**src/rtl/srrw_pkg.sv**
```systemverilog
// Package: shared constants, result codes and the command type of the receive window.
package srrw_pkg;

  localparam int WINDOW = 8;
  localparam int SLOT_W = $clog2(WINDOW);
  localparam int QDEPTH = 2;
  localparam int QPTR_W = $clog2(QDEPTH);

  localparam logic [12:0] MAX_PAYLOAD = 13'(8000 - 13);

  localparam logic [1:0] PKT_DATA = 2'd0;
  localparam logic [1:0] PKT_FIN  = 2'd1;

  localparam logic [1:0] OUT_DELIVER = 2'd0;
  localparam logic [1:0] OUT_ACK     = 2'd1;
  localparam logic [1:0] OUT_FIN     = 2'd2;

  typedef struct packed {
    logic        fin;
    logic [31:0] seq;
    logic [12:0] len;
    logic [15:0] tag;
  } cmd_t;

  typedef enum logic {
    B_IDLE,
    B_DRAIN
  } back_state_e;

endpackage

```
**src/rtl/selective_repeat_receive_window_unit.sv**
```systemverilog
// Top level: selective-repeat receive window with decoupled front end and window engine.
//
// Usage:
//   A packet header (kind, sequence number, length, buffer tag) is taken at a clock edge
//   with start_i high and busy_o low. busy_o is high only while the two-entry command
//   queue is full.
//   Results leave on out_*_o, each valid for one cycle while out_valid_o is high;
//   last_result_o marks the final result of a header. The receiver cannot stall, so
//   results are never held.
//   Flow: a data header passes the command queue to the window engine, which stores it if
//   it falls in the window and its slot is free, then gives one delivery per in-order
//   filled slot and then the ack, each result registered. A data header thus gives D
//   deliveries (at most 8) and one ack; a fin header gives one fin result. Dropped kinds
//   and all headers after a fin take no engine time and give no result. While the engine
//   drains its slots it takes no new header; waiting headers stay queued until it is done.
//   Reset: asynchronous, active low; empties the queue and the window, next expected
//   sequence number returns to zero and the block reopens. No clearing pass is needed.
module selective_repeat_receive_window_unit
  import srrw_pkg::*;
(
  input  logic        clk_i,
  input  logic        rst_ni,
  input  logic        start_i,
  output logic        busy_o,
  input  logic [1:0]  pkt_kind_i,
  input  logic [31:0] seq_num_i,
  input  logic [12:0] payload_len_i,
  input  logic [15:0] payload_tag_i,
  output logic        out_valid_o,
  output logic [1:0]  out_kind_o,
  output logic [31:0] out_seq_o,
  output logic [12:0] out_len_o,
  output logic [15:0] out_tag_o,
  output logic        last_result_o
);

  logic q_full, q_empty, push, pop;
  cmd_t front_cmd, back_cmd;

  srrw_front u_front (
    .clk_i         (clk_i),
    .rst_ni        (rst_ni),
    .start_i       (start_i),
    .pkt_kind_i    (pkt_kind_i),
    .seq_num_i     (seq_num_i),
    .payload_len_i (payload_len_i),
    .payload_tag_i (payload_tag_i),
    .q_full_i      (q_full),
    .busy_o        (busy_o),
    .push_o        (push),
    .cmd_o         (front_cmd)
  );

  srrw_queue u_queue (
    .clk_i   (clk_i),
    .rst_ni  (rst_ni),
    .push_i  (push),
    .cmd_i   (front_cmd),
    .pop_i   (pop),
    .full_o  (q_full),
    .empty_o (q_empty),
    .cmd_o   (back_cmd)
  );

  srrw_back u_back (
    .clk_i         (clk_i),
    .rst_ni        (rst_ni),
    .q_empty_i     (q_empty),
    .cmd_i         (back_cmd),
    .pop_o         (pop),
    .out_valid_o   (out_valid_o),
    .out_kind_o    (out_kind_o),
    .out_seq_o     (out_seq_o),
    .out_len_o     (out_len_o),
    .out_tag_o     (out_tag_o),
    .last_result_o (last_result_o)
  );

endmodule

```
**src/rtl/srrw_front.sv**
```systemverilog
// Front end: accepts packet headers, drops unknown kinds and post-fin traffic, clamps length.
module srrw_front
  import srrw_pkg::*;
(
  input  logic        clk_i,
  input  logic        rst_ni,
  input  logic        start_i,
  input  logic [1:0]  pkt_kind_i,
  input  logic [31:0] seq_num_i,
  input  logic [12:0] payload_len_i,
  input  logic [15:0] payload_tag_i,
  input  logic        q_full_i,
  output logic        busy_o,
  output logic        push_o,
  output cmd_t        cmd_o
);

  logic closed_q, closed_d;
  logic accept;
  logic is_data, is_fin;

  assign busy_o  = q_full_i;
  assign accept  = start_i & ~q_full_i;
  assign is_data = (pkt_kind_i == PKT_DATA);
  assign is_fin  = (pkt_kind_i == PKT_FIN);
  assign push_o  = accept & ~closed_q & (is_data | is_fin);

  always_comb begin
    cmd_o.fin = is_fin;
    cmd_o.seq = seq_num_i;
    cmd_o.len = (payload_len_i > MAX_PAYLOAD) ? MAX_PAYLOAD : payload_len_i;
    cmd_o.tag = payload_tag_i;
  end

  assign closed_d = closed_q | (push_o & is_fin);

  always_ff @(posedge clk_i or negedge rst_ni) begin
    if (!rst_ni) begin
      closed_q <= 1'b0;
    end else begin
      closed_q <= closed_d;
    end
  end

endmodule

```
**src/rtl/srrw_queue.sv**
```systemverilog
// Short command queue between the front end and the window engine.
module srrw_queue
  import srrw_pkg::*;
(
  input  logic  clk_i,
  input  logic  rst_ni,
  input  logic  push_i,
  input  cmd_t  cmd_i,
  input  logic  pop_i,
  output logic  full_o,
  output logic  empty_o,
  output cmd_t  cmd_o
);

  cmd_t                mem_q [QDEPTH];
  logic [QPTR_W-1:0]   wr_q, wr_d, rd_q, rd_d;
  logic [QPTR_W:0]     cnt_q, cnt_d;

  function automatic logic [QPTR_W-1:0] ptr_inc(input logic [QPTR_W-1:0] p);
    ptr_inc = (p == QPTR_W'(QDEPTH - 1)) ? '0 : p + 1'b1;
  endfunction

  assign full_o  = (cnt_q == (QPTR_W + 1)'(QDEPTH));
  assign empty_o = (cnt_q == '0);
  assign cmd_o   = mem_q[rd_q];

  always_comb begin
    wr_d  = push_i ? ptr_inc(wr_q) : wr_q;
    rd_d  = pop_i ? ptr_inc(rd_q) : rd_q;
    cnt_d = cnt_q + (QPTR_W + 1)'(push_i) - (QPTR_W + 1)'(pop_i);
  end

  always_ff @(posedge clk_i or negedge rst_ni) begin
    if (!rst_ni) begin
      wr_q  <= '0;
      rd_q  <= '0;
      cnt_q <= '0;
    end else begin
      wr_q  <= wr_d;
      rd_q  <= rd_d;
      cnt_q <= cnt_d;
    end
  end

  always_ff @(posedge clk_i) begin
    if (push_i) begin
      mem_q[wr_q] <= cmd_i;
    end
  end

endmodule

```
**src/rtl/srrw_back.sv**
```systemverilog
// Window engine: slot store, in-order drain and cumulative ack / fin reply generation.
module srrw_back
  import srrw_pkg::*;
(
  input  logic        clk_i,
  input  logic        rst_ni,
  input  logic        q_empty_i,
  input  cmd_t        cmd_i,
  output logic        pop_o,
  output logic        out_valid_o,
  output logic [1:0]  out_kind_o,
  output logic [31:0] out_seq_o,
  output logic [12:0] out_len_o,
  output logic [15:0] out_tag_o,
  output logic        last_result_o
);

  back_state_e state_q, state_d;

  logic              slot_valid_q [WINDOW];
  logic [12:0]       slot_len_q   [WINDOW];
  logic [15:0]       slot_tag_q   [WINDOW];
  logic [31:0]       next_q;
  logic [SLOT_W-1:0] head_q, head_nxt;

  logic [31:0]       seq_off;
  logic              in_win;
  logic [SLOT_W:0]   slot_sum;
  logic [SLOT_W-1:0] slot_idx;
  logic              head_valid;

  logic store_en, deliver_en, ack_en, fin_en;

  logic        out_valid_q, last_q;
  logic [1:0]  out_kind_q;
  logic [31:0] out_seq_q;
  logic [12:0] out_len_q;
  logic [15:0] out_tag_q;

  assign seq_off  = cmd_i.seq - next_q;
  assign in_win   = (seq_off < 32'(WINDOW));
  assign slot_sum = {1'b0, head_q} + {1'b0, seq_off[SLOT_W-1:0]};
  assign slot_idx = (slot_sum >= (SLOT_W + 1)'(WINDOW))
                    ? SLOT_W'(slot_sum - (SLOT_W + 1)'(WINDOW))
                    : slot_sum[SLOT_W-1:0];
  assign head_nxt = (head_q == SLOT_W'(WINDOW - 1)) ? '0 : head_q + 1'b1;
  assign head_valid = slot_valid_q[head_q];

  always_comb begin
    state_d = state_q;
    unique case (state_q)
      B_IDLE: begin
        if (!q_empty_i && !cmd_i.fin) begin
          state_d = B_DRAIN;
        end
      end
      B_DRAIN: begin
        if (!head_valid) begin
          state_d = B_IDLE;
        end
      end
      default: state_d = B_IDLE;
    endcase
  end

  always_comb begin
    pop_o      = 1'b0;
    store_en   = 1'b0;
    fin_en     = 1'b0;
    deliver_en = 1'b0;
    ack_en     = 1'b0;
    unique case (state_q)
      B_IDLE: begin
        pop_o    = ~q_empty_i;
        fin_en   = ~q_empty_i & cmd_i.fin;
        store_en = ~q_empty_i & ~cmd_i.fin & in_win & ~slot_valid_q[slot_idx];
      end
      B_DRAIN: begin
        deliver_en = head_valid;
        ack_en     = ~head_valid;
      end
      default: ;
    endcase
  end

  always_ff @(posedge clk_i or negedge rst_ni) begin
    if (!rst_ni) begin
      state_q     <= B_IDLE;
      next_q      <= '0;
      head_q      <= '0;
      out_valid_q <= 1'b0;
      for (int i = 0; i < WINDOW; i++) begin
        slot_valid_q[i] <= 1'b0;
      end
    end else begin
      state_q     <= state_d;
      out_valid_q <= deliver_en | ack_en | fin_en;
      if (store_en) begin
        slot_valid_q[slot_idx] <= 1'b1;
      end
      if (deliver_en) begin
        slot_valid_q[head_q] <= 1'b0;
        next_q               <= next_q + 32'd1;
        head_q               <= head_nxt;
      end
    end
  end

  always_ff @(posedge clk_i) begin
    if (store_en) begin
      slot_len_q[slot_idx] <= cmd_i.len;
      slot_tag_q[slot_idx] <= cmd_i.tag;
    end
    if (deliver_en) begin
      out_kind_q <= OUT_DELIVER;
      out_seq_q  <= next_q;
      out_len_q  <= slot_len_q[head_q];
      out_tag_q  <= slot_tag_q[head_q];
      last_q     <= 1'b0;
    end else if (ack_en) begin
      out_kind_q <= OUT_ACK;
      out_seq_q  <= next_q - 32'd1;
      out_len_q  <= '0;
      out_tag_q  <= '0;
      last_q     <= 1'b1;
    end else if (fin_en) begin
      out_kind_q <= OUT_FIN;
      out_seq_q  <= '0;
      out_len_q  <= '0;
      out_tag_q  <= '0;
      last_q     <= 1'b1;
    end
  end

  assign out_valid_o   = out_valid_q;
  assign out_kind_o    = out_kind_q;
  assign out_seq_o     = out_seq_q;
  assign out_len_o     = out_len_q;
  assign out_tag_o     = out_tag_q;
  assign last_result_o = last_q;

  a_idle_head_empty: assert property (@(posedge clk_i) disable iff (!rst_ni)
    state_q == B_IDLE |-> !slot_valid_q[head_q])
    else $error("head slot still filled while idle");

  a_deliver_followed: assert property (@(posedge clk_i) disable iff (!rst_ni)
    out_valid_q && out_kind_q == OUT_DELIVER |=> out_valid_q)
    else $error("delivery not followed by another result");

  a_deliver_seq_step: assert property (@(posedge clk_i) disable iff (!rst_ni)
    out_valid_q && out_kind_q == OUT_DELIVER ##1
    out_valid_q && out_kind_q == OUT_DELIVER |-> out_seq_q == $past(out_seq_q) + 32'd1)
    else $error("consecutive deliveries not in sequence");

  a_ack_matches_last: assert property (@(posedge clk_i) disable iff (!rst_ni)
    out_valid_q && out_kind_q == OUT_ACK && $past(out_valid_q)
    && $past(out_kind_q) == OUT_DELIVER |-> out_seq_q == $past(out_seq_q))
    else $error("ack does not match last delivered sequence number");

endmodule
```
**config.mk**
```make
export PLATFORM = sky130hd
export DESIGN_NAME = selective_repeat_receive_window_unit
export DESIGN_NICKNAME = d
export VERILOG_FILES = /design/src/rtl/srrw_pkg.sv /design/src/rtl/selective_repeat_receive_window_unit.sv /design/src/rtl/srrw_front.sv /design/src/rtl/srrw_queue.sv /design/src/rtl/srrw_back.sv
export SDC_FILE = /design/constraint.sdc
export NUM_CORES = 1
export LEC_CHECK = 0
export ABC_AREA = 1
export BUFFER_PORTS_ARGS = -buffer_cell sky130_fd_sc_hd__buf_2
export CORE_MARGIN = 1
export CORE_UTILIZATION = 55
export CTS_CLUSTER_DIAMETER = 200
export DETAILED_ROUTE_END_ITERATION = 16
export PLACE_DENSITY = 0.78
export SLEW_MARGIN = 20
export SYNTH_ARGS = -nofsm -noshare
export SYNTH_HDL_FRONTEND = slang
export SYNTH_HIERARCHICAL = 1
export SYNTH_SLANG_ARGS = --single-unit
export TNS_END_PERCENT = 30
```
**constraint.sdc**
```tcl
create_clock -name clk_i -period 9.6 [get_ports clk_i]
set_input_delay 0 -clock clk_i [delete_from_list [all_inputs] [get_ports clk_i]]
set_output_delay 0 -clock clk_i [all_outputs]
set_load 0.02 [all_outputs]
```
# Word level (Yosys, flattened, before mapping)
# Memory sizes are Yosys's and may differ from the RTL's.
# Index checks and enable logic that the tools add are counted.
totals:
  rom_bits: 0
  latchBits: 0
  ff_bits: 114
  elab_cells: 121
  ram_bits: 356
  memories: 3
  output_inout_bits: 66
  in_bits: 66
op_classes:
  n_eq_ne: 3
  n_reduce_logical: 10
  order_cmp: 7
  add_sub_neg: 10
  shift: 0
  div: 0
  n_mux: 42
  multipliers: 0
  bitwise: 24
memory_table:
  columns: ["memory", "depth", "width", "read_ports", "rd_ports_with_merged_regs", "write_ports", "line_no", "source"]
  rows:
  - ["u_back.slot_tag_q", 8, 16, 1, 0, 1, "srrw_back.sv:22", "logic [15:0] slot_tag_q [WINDOW];"]
  - ["u_queue.mem_q", 2, 62, 1, 0, 1, "srrw_queue.sv:15", "cmd_t mem_q [QDEPTH];"]
  - ["u_back.slot_len_q", 8, 13, 1, 0, 1, "srrw_back.sv:21", "logic [12:0] slot_len_q [WINDOW];"]
ops:
  columns: ["op", "count"]
  rows:
  - ["$mux W32", 3]
  - ["$mux W13", 4]
  - ["$mux W16", 3]
  - ["$add A32 B1 Y32 const B", 1]
  - ["$lt A32 B4 Y1 const B", 1]
  - ["$sub A32 B1 Y32 const B", 1]
  - ["$sub A32 B32 Y32", 1]
  - ["$mux W1", 23]
  - ["$mux W8", 2]
  - ["$gt A13 B13 Y1 const B", 1]
  - ["$ge A4 B4 Y1 const B", 3]
  - ["$and A1 B1 Y1", 8]
  - ["$and A8 B8 Y8", 1]
  - ["$lt A4 B1 Y1 const B", 2]
  - ["$not A3 Y4", 2]
  - ["$not A8 Y8", 1]
  - ["$or A8 B8 Y8", 1]
  - ["$not A1 Y1", 7]
  - ["$bmux W1 S3", 2]
  - ["$demux W1 S3", 2]
  - ["$mux W3", 2]
  - ["$add A3 B3 Y4", 1]
  - ["$logic_not A2 Y1", 2]
  - ["$or A1 B1 Y1", 4]
  - ["14 further kinds", 18]

# Logic depth before layout (Yosys ltp)
# An unclocked memory read counts as a cell.
logic_depth:
  word_depth: 15
  mapped_depth: 26

# Hierarchy
# The synthesis kept the hierarchy.
by_module_without_submodules:
  columns: ["module", "n_inst", "cells_per_inst", "seq_area_each_um2", "area_per_inst_um2"]
  rows:
  - ["srrw_back", 1, 1836, 9984.6, 17189.0]
  - ["srrw_queue", 1, 349, 3823.7, 4848.4]
  - ["srrw_front", 1, 90, 25.0, 589.3]

# Worst setup path after synthesis
# OpenSTA, ideal clock, no wires.
synth_path:
  path_type: "register to register"
  from: "reg u_queue.rd_q"
  to: "mem u_back.slot_len_q[1][0], enable pin"
  arrival_time_ns: 4.445
  n_path_buf: 3
  stages_incl_launch_ff: 25
  setup_slack_ns: 4.740
  setup_time_ns: 0.415
  required_ns: 9.185
  cell_sequence: "dfrtp_1 -> buf_6 -> buf_8 -> buf_6 -> nand2_1 -> o21ai_0 -> inv_1 -> ha_1 -> inv_1 -> fa_1 -> inv_1 -> fa_1 -> xnor2_1 -> nand2_2 -> nand2_4 -> nor2_1 -> nand2_1 -> nor2_1 -> nor3b_1 -> nand2_1 -> nor2_1 -> nand3_1 -> nor2_1 -> nand3_2 -> nor2_1"
synth_rtl:
  columns: ["element", "line_no", "source"]
  rows:
  - ["start, declared", "srrw_queue.sv:16", "logic [QPTR_W-1:0] wr_q, wr_d, rd_q, rd_d;"]
  - ["start signal, assigned", "srrw_queue.sv:40", "rd_q <= rd_d;"]
  - ["end, declared", "srrw_back.sv:21", null]

==> results.sh <==
export IMPL_grt_pass1_vias=15700
export IMPL_path_max_fanout=79
export IMPL_top_layer="met4"
export IMPL_syn_inst=2275
export IMPL_place_area_um2=23400
export IMPL_areaGrowthSynthToFinish_pct=13.3
export IMPL_setup_tns_ps=0
export IMPL_max_slew_worst_pin_slew_ps=1070
export IMPL_wl_um=56100
export IMPL_numCtsBuffers=47
export IMPL_htreeDepth=2
export IMPL_post_route_cell_area_um2=25600
export IMPL_setup_ws_ps=4880
export IMPL_drive_above_1_share_pct=12.4
export IMPL_critical_path_class="flip-flop to flip-flop"
export IMPL_clock_latency_ps=610
export IMPL_synth_xor_area_share_pct=1.35
export IMPL_drtIter0Drc=1661
export IMPL_wl_per_cell_um=18.8
export IMPL_synth_commonest_cells="426 x nand2_1, 417 x edfxtp_1, 367 x nor2_1"
export IMPL_clk_pin_slew_ps=60
export IMPL_grt_overflow_total=0
export IMPL_arrival_ps=4930
export IMPL_status="complete, no violations"
export IMPL_p_per_area_nw_per_um2=254
export IMPL_hp_class="input pin to async pin"
export IMPL_hold_viol_final=0
export IMPL_synth_flop_cell="edfxtp_1"
export IMPL_vias=16500
export IMPL_port_buffers=131
export IMPL_synth_compound_area_share_pct=8.19
export IMPL_die_w_um=205
export IMPL_tritoncts="yes"
export IMPL_wl_met1_um=24600
export IMPL_yosysUniqueCellTypes=55
export IMPL_final_cells=2978
export IMPL_leakagePower_nw=10.8
export IMPL_synthAdderAreaFrac_pct=2.28
export IMPL_die_area_um2=42000
export IMPL_syn_area_per_cell_um2=9.95
export IMPL_ioPinCount=132
export IMPL_via_per_inst=5.55
export IMPL_antenna_found_initial=0
export IMPL_yosysMostFrequentCell="nand2_1"
export IMPL_slew_headroom_pct=28.0
export IMPL_post_route_drc_count=0
export IMPL_wl_met3_um=4200
export IMPL_clockBufferDepth=3
export IMPL_postCtsSetupRepairBufs=0
export IMPL_grt_usage_pct=27.3
export IMPL_grt_pass1_wl_um=86400
export IMPL_nNetsFinal=2521
export IMPL_clock_fmax_mhz=212
export IMPL_cts_root_buf="clkbuf_16"
export IMPL_holdBufCountCts=69
export IMPL_drv_slew=0
export IMPL_cts_resized=0
export IMPL_initial_utilization_pct=56.3
export IMPL_placed_cells=2822
export IMPL_vdd_drop_max_mv=0.177
export IMPL_synth_edf_count=417
export IMPL_diodes=0
export IMPL_fp_row_count=73
export IMPL_drtPass1Iterations=6
export IMPL_synth_mux_area_share_pct=0
export IMPL_ys_seq_elements=470
export IMPL_startpoint_type="flip-flop"
export IMPL_crit_path_end_kind="flip-flop"
export IMPL_rsz0062_at_grt="no"
export IMPL_synth_top_family_by_area="simple AND/OR/NAND/NOR gates"
export IMPL_yosys_top_cells_area="edfxtp_1 55%, nand2_1 7.1%, nor2_1 6.1%, dfrtp_1 5.5%, inv_1 4.6%"
export IMPL_place_congestion=0.989
export IMPL_async_flop_share_pct=10.6
export IMPL_syn_num_nets=2381
export IMPL_clock_skew_final_ps=38.0
export IMPL_cap_violations=0
export IMPL_antenna_left=0
export IMPL_crit_required_ps=9810
export IMPL_period_share_pct=49.2
export IMPL_yosys_warnings=6
export IMPL_ys_seq_area_share_pct=61.1
export IMPL_grt_max_degree=123
export IMPL_yosysTopAreaCellShare_pct=55.3
export IMPL_wl_met2_um=25700
export IMPL_fillers=3110
export IMPL_synth_area_um2=22600
export IMPL_synth_largest_area_cell="edfxtp_1"
export IMPL_hpwl_um=36800
export IMPL_die_h_um=205
export IMPL_dp_slack_ps=4970
export IMPL_min_period_ps=4720
export IMPL_cts_sinks=470
export IMPL_yosys_area_share_simple_pct=19.0
export IMPL_setup_viol=0
export IMPL_coreArea_um2=40200
worst max-delay path, stage by stage, from the launching register on:
cell and delay (ps):
dfrtp_4 710, buf_4 660, o21ai_0 220, ha_1 430, nand2_1 110, nor2_2 240, nand2_1 170, nor2_1 120
nand2_1 120, nand4_1 110, nand2_1 140, nor3b_1 230, nand3_1 100, nor2_1 120, nand3_2 200, nor2_2 140
buf_4 460
layout by cell type (no fill, tap or decap), types with 6 or more instances in the layout:
master,instances
nand2_1,425
edfxtp_1,417
nor2_1,360
inv_1,272
o21ai_0,181
buf_2,131
dlygate4sd3_1,69
nand3_1,61
a21oi_1,59
dfrtp_1,48
clkbuf_16,47
ha_1,38
nand4_1,35
xor2_1,31
nor3_1,29
a41oi_1,29
o21ai_1,25
inv_2,18
buf_4,14
nor2_2,13
clkinv_1,11
nor4_1,11
clkinv_2,10
nand2_2,9
o21a_1,9
nor2_4,8
o21ai_2,8
clkbuf_1,7
bufinv_16,7
nand3_2,7
nand2_4,7
nand3b_1,6
metal layers:
| metal | global-route usage (%) | up-vias |
|---|---|---|
| met5 | 0 | - |
| met4 | 9.73 | 0 |
| met3 | 3.85 | 91 |
| met2 | 42.6 | 684 |
| met1 | 39.1 | 7902 |
| li1 | - | 7858 |
through the flow:
step | utilization (%) | total power, mW | hold WS (ps)
6_report | 63.8 | 6.52 | 84.3
5_1_grt | 63.8 | 6.86 | 115
4_1_cts | 63.8 | 6.53 | 83.5
3_5_place_dp | 58.1 | 4.63 | 191
3_3_place_gp | 58.1 | 4.59 | 187
2_1_floorplan | - | 4.08 | -296
registers in the layout, indices dropped and copies added, names as in the netlist:
name	count
u_queue/rd_q	1
u_front/closed_q	1
u_back/last_result_o	1
u_back/slot_len_q	104
u_back/out_valid_o	1
u_back/next_q	32
u_queue/mem_q	124
u_back/state_q	1
u_back/out_seq_o	32
u_queue/wr_q	1
u_queue/cnt_q	2
u_back/out_kind_o	2
u_back/slot_valid_q	8
u_back/slot_tag_q	128
u_back/head_q	3
u_back/out_len_o	13
u_back/out_tag_o	16
logic make-up (layout without fill, tap and decap cells):
family | after synthesis | in the layout
and+or+nand+nor | 988 | 988
DFF | 470 | 470
buffers and inverters | 415 | 593
AOI/OAI and AO/OA | 327 | 327
adders and majority gates | 40 | 40
xor gates and xnor gates | 35 | 35
path summary, 6_finish.rpt:
check | start | end | slack (ps) | depth (start not counted)
worst max-delay path | u_queue/rd_q | u_back/slot_tag_q[3][1] | 4880 | 16
worst min-delay path | rst_ni | u_back/next_q[25] | 80 | 3
worst max register to register | u_queue/rd_q | u_back/slot_tag_q[3][1] | 4880 | 16
worst min register to register | u_back/out_kind_o[1] | u_back/out_kind_o[1] | 470 | 2
max in group asynchronous | rst_ni | u_queue/rd_q | 8880 | 3
min in group clk_i | seq_num_i[0] | u_queue/mem_q[1][29] | 120 | 2
power breakdown:
| group | internal [mW] | total (mW) | leakage, nW | switching [mW] |
|---|---|---|---|---|
| logic | 0.558 | 1.95 | 5.50 | 1.39 |
| clock network | 1.10 | 1.88 | 0.774 | 0.787 |
| registers | 2.60 | 2.69 | 4.53 | 0.0953 |
cell type report:
class	instances	area (um^2)	area share [%]
Multi-Input combinational cell	1390	7000	27.3
Tap cell	525	657	2.56
Sequential cell	470	13800	54.0
Timing Repair Buffer	215	1460	5.70
Inverter	291	1090	4.26
Clock buffer	54	1200	4.69
Clock inverter	33	388	1.51
No activity file was read; power rests on OpenSTA's default activity.
